===== src/hdl/tcw_addr_unit.sv =====
// tcw_addr_unit: shared cell address unit, computes a*COLS + b.
// Serves cursor, target, sweep and hardware cursor addresses; no dependencies.
module tcw_addr_unit #(
  parameter int COLS   = 80,
  parameter int ROW_W  = 5,
  parameter int ADDR_W = 11
) (
  input  logic [ROW_W-1:0]  a,
  input  logic [ADDR_W-1:0] b,
  output logic [ADDR_W-1:0] sum
);

  localparam int SW = ADDR_W + ROW_W + 1;

  logic [SW-1:0] prod;
  logic [SW-1:0] total;

  always_comb begin
    prod  = SW'(a) * SW'(COLS);
    total = prod + SW'(b);
    sum   = total[ADDR_W-1:0];
  end

endmodule


===== config.mk =====
export PLATFORM = sky130hd
export DESIGN_NAME = tcw_addr_unit
export DESIGN_NICKNAME = d
export VERILOG_FILES = /design/src/hdl/tcw_addr_unit.sv
export SDC_FILE = /design/constraint.sdc
export NUM_CORES = 1
export LEC_CHECK = 0
export BUFFER_PORTS_ARGS = -buffer_cell sky130_fd_sc_hd__buf_2
export CAP_MARGIN = 20
export CORE_AREA = 4 4 41 43
export DETAILED_ROUTE_END_ITERATION = 8
export DIE_AREA = 0 0 45 47
export SETUP_SLACK_MARGIN = 0.2
export SYNTH_ARGS = -nofsm -noshare
export SYNTH_HDL_FRONTEND = slang
export SYNTH_SLANG_ARGS = --single-unit
export TNS_END_PERCENT = 100

===== constraint.sdc =====
create_clock -name vclk -period 3.2
set_clock_uncertainty 0.1 [all_clocks]
set_input_delay 0.32 -clock vclk [all_inputs]
set_output_delay 0.32 -clock vclk [all_outputs]
set_load 0.02 [all_outputs]

==> impl_results.md <==
* Status: complete, no violations
* Synth Cell Area at 429 µm²
* HP Start: b[0]
* Worst path bufs/invs at 2
* Row count at 13
* Hold Violations, Final at 0
* Post-Place Cell Area at approximately 500 µm²
* Initial antenna violation count at 0
* Setup Fix Bufs, Post-CTS at 0
* Area growth syn-to-layout at 19.5%
* Hold buffer count at CTS at 0
* Chip width at 45 µm
* Final worst path period share at around 87%
* CP Cell Sequence: buf_2 -> ha_1 -> ha_1 -> fa_1 -> xor2_1 -> ha_1 -> a21oi_1 -> o21ai_2 -> xnor2_1 -> buf_2
* Synth Area in Compound Gates at 16.9%
* Max Slew Vio Count at 0
* First-pass GRT wire length at 1240 µm
* Final setup TNS at 0 ns
* Routed wire per std cell at between 9 and 10 µm
* Max Freq at 360 MHz
* Synth Area in Simple Gates at 9.33%
* Sequential-to-total area share from yosys stat at 0%
* Syn Inst Count at 47
* Share of the synthesized area in the top cell type at a little over a third
* Die area at 0.00212 mm²
* CP max stage delay at 0.38 ns
* Crit. End Element: primary output
* Synthesized Nets at 77
* Setup crit start kind: input pin
* Initial Utilization at 33.0%
* RSZ-0062 raised after global routing: no
* Hold crit path type: in2out
* Drt initial violations at 0
* Max Cap Viol at 0
* GPL Wtd Cong at 0.745
* Gr usage total at 7.26%
* Fin crit period at around 2.8 ns
* Io pins at 27
* Static Leak at 0.279 nW
* Post-cts repair resize count at 0
* Drt first pass iters at 1
* # setup viols final at 0
* Synth area leader: ha_1
* Rel. slew slack at 87.3%
* Crit path max fanout at 3
* Largest delay share family, worst path: adder cells
* Net count reported at finish at 94
* Yosys warns at 0
* Largest net degree at the start of global routing at 6
* Gr ovfl total at 0
* Residual DRC count at 0
* # diodes at 0
* Final Util at 39.4%
* Vias in the first global route at just over 300
* Final Total Pwr at 0.172 mW
* Storage cell area at 0 µm²
* Distinct cells, synth at 19
* Adder-Cell Fraction of Synth Area at about 44%
* Clock buf count at 0
* Slew @ Worst Pin at 0.189 ns
* Final WL at 739 µm
* VDD IR max at 0.0000929 V
* Layout cells sized above 1 at 43.5%
* Crit path DAT at approximately 2.4 ns
* FFs & Latches at 0
* Hold slack at about 0.54 ns
* Worst Path Required at 2.78 ns
* Slowest-stage cell, CP: fa_1
* Top-count cell post-synth: ha_1
* Top cell by count, worst path: ha_1
* Via density at between 4 and 5
* Post-synth top cells: 12 x ha_1, 5 x inv_1, 5 x xnor2_1
* Design Area, Final at 513 µm²
* Core Box Area at 0.00130 mm²
* Crit path from: a[1]
* Syn avg cell area at around 9.1 µm²
* Post-DRT Antenna Nets at 0
* Via count at ~330
* Synth Area in XOR/XNOR at 18.1%
* Port buffer count at 19
* DP HPWL at ~710 µm
* Pwr/cell area at 335 mW/mm²
* Largest family of logic cells by synthesized area: adder cells
* DIE HEIGHT at 47 µm
* CP Class: in2out
* Most area-consuming cells after synthesis: ha_1 35%, xnor2_1 10%, fa_1 9.3%
* Post-synthesis mux area share at 0%
==> final timing paths <==
| check | slack, ns | cells after the start | end |
|---|---|---|---|
| hold / removal | 0.54 | 0 | sum[0] |
| setup / recovery | 0.42 | 10 | sum[10] |
==> through the flow <==
| stage | std cells | setup slack (ns) |
|---|---|---|
| 2_1_floorplan | 47 | 0.503 |
| 3_3_place_gp | 77 | 0.414 |
| 3_5_place_dp | 77 | 0.397 |
| 4_1_cts | 77 | 0.398 |
| 5_1_grt | 77 | 0.289 |
| 6_report | 77 | 0.419 |
==> layout make-up <==
type                       instances  area (µm²)
timing repair buffer              19        95.1
inverter                           5        18.8
multi-input combinational         38         380
fill                             153         788
tap                               15        18.8
==> cell families (layout without fill, tap and decap cells) <==
kind of cell               count (synthesis)  in the layout
AOI/OAI and AO/OA                          9              9
xor gates and xnor gates                   8              8
adders and majority gates                 14             14
buffers and inverters                      9             24
and+or+nand+nor                            7              7
==> power by group <==
group,switching (mW),internal [mW],total [mW]
clock,0,0,0
combinational,0.0977,0.0742,0.172
sequential,0,0,0
total,0.0977,0.0742,0.172
==> routing by layer <==
layer,track usage (%),share of wire (%),up-vias
li1,-,-,187
met1,10.9,47,132
met2,11.3,42,13
met3,1.15,11,0
met4,0.585,0,0
met5,0,0,-
==> cells in the final DEF (no fill, tap or decap) <==
cell and count:
a21o_1 1, a21oi_1 1, a21oi_2 3, buf_2 19
fa_1 2, ha_1 12, inv_1 5, nand2_1 3
nor2_1 1, nor2b_1 1, nor2b_2 1, nor3_2 1
o211ai_1 1, o211ai_2 1, o21ai_1 1, o21ai_2 1
xnor2_1 5, xnor2_2 1, xor2_1 2
(Power assumes the default switching activity.)
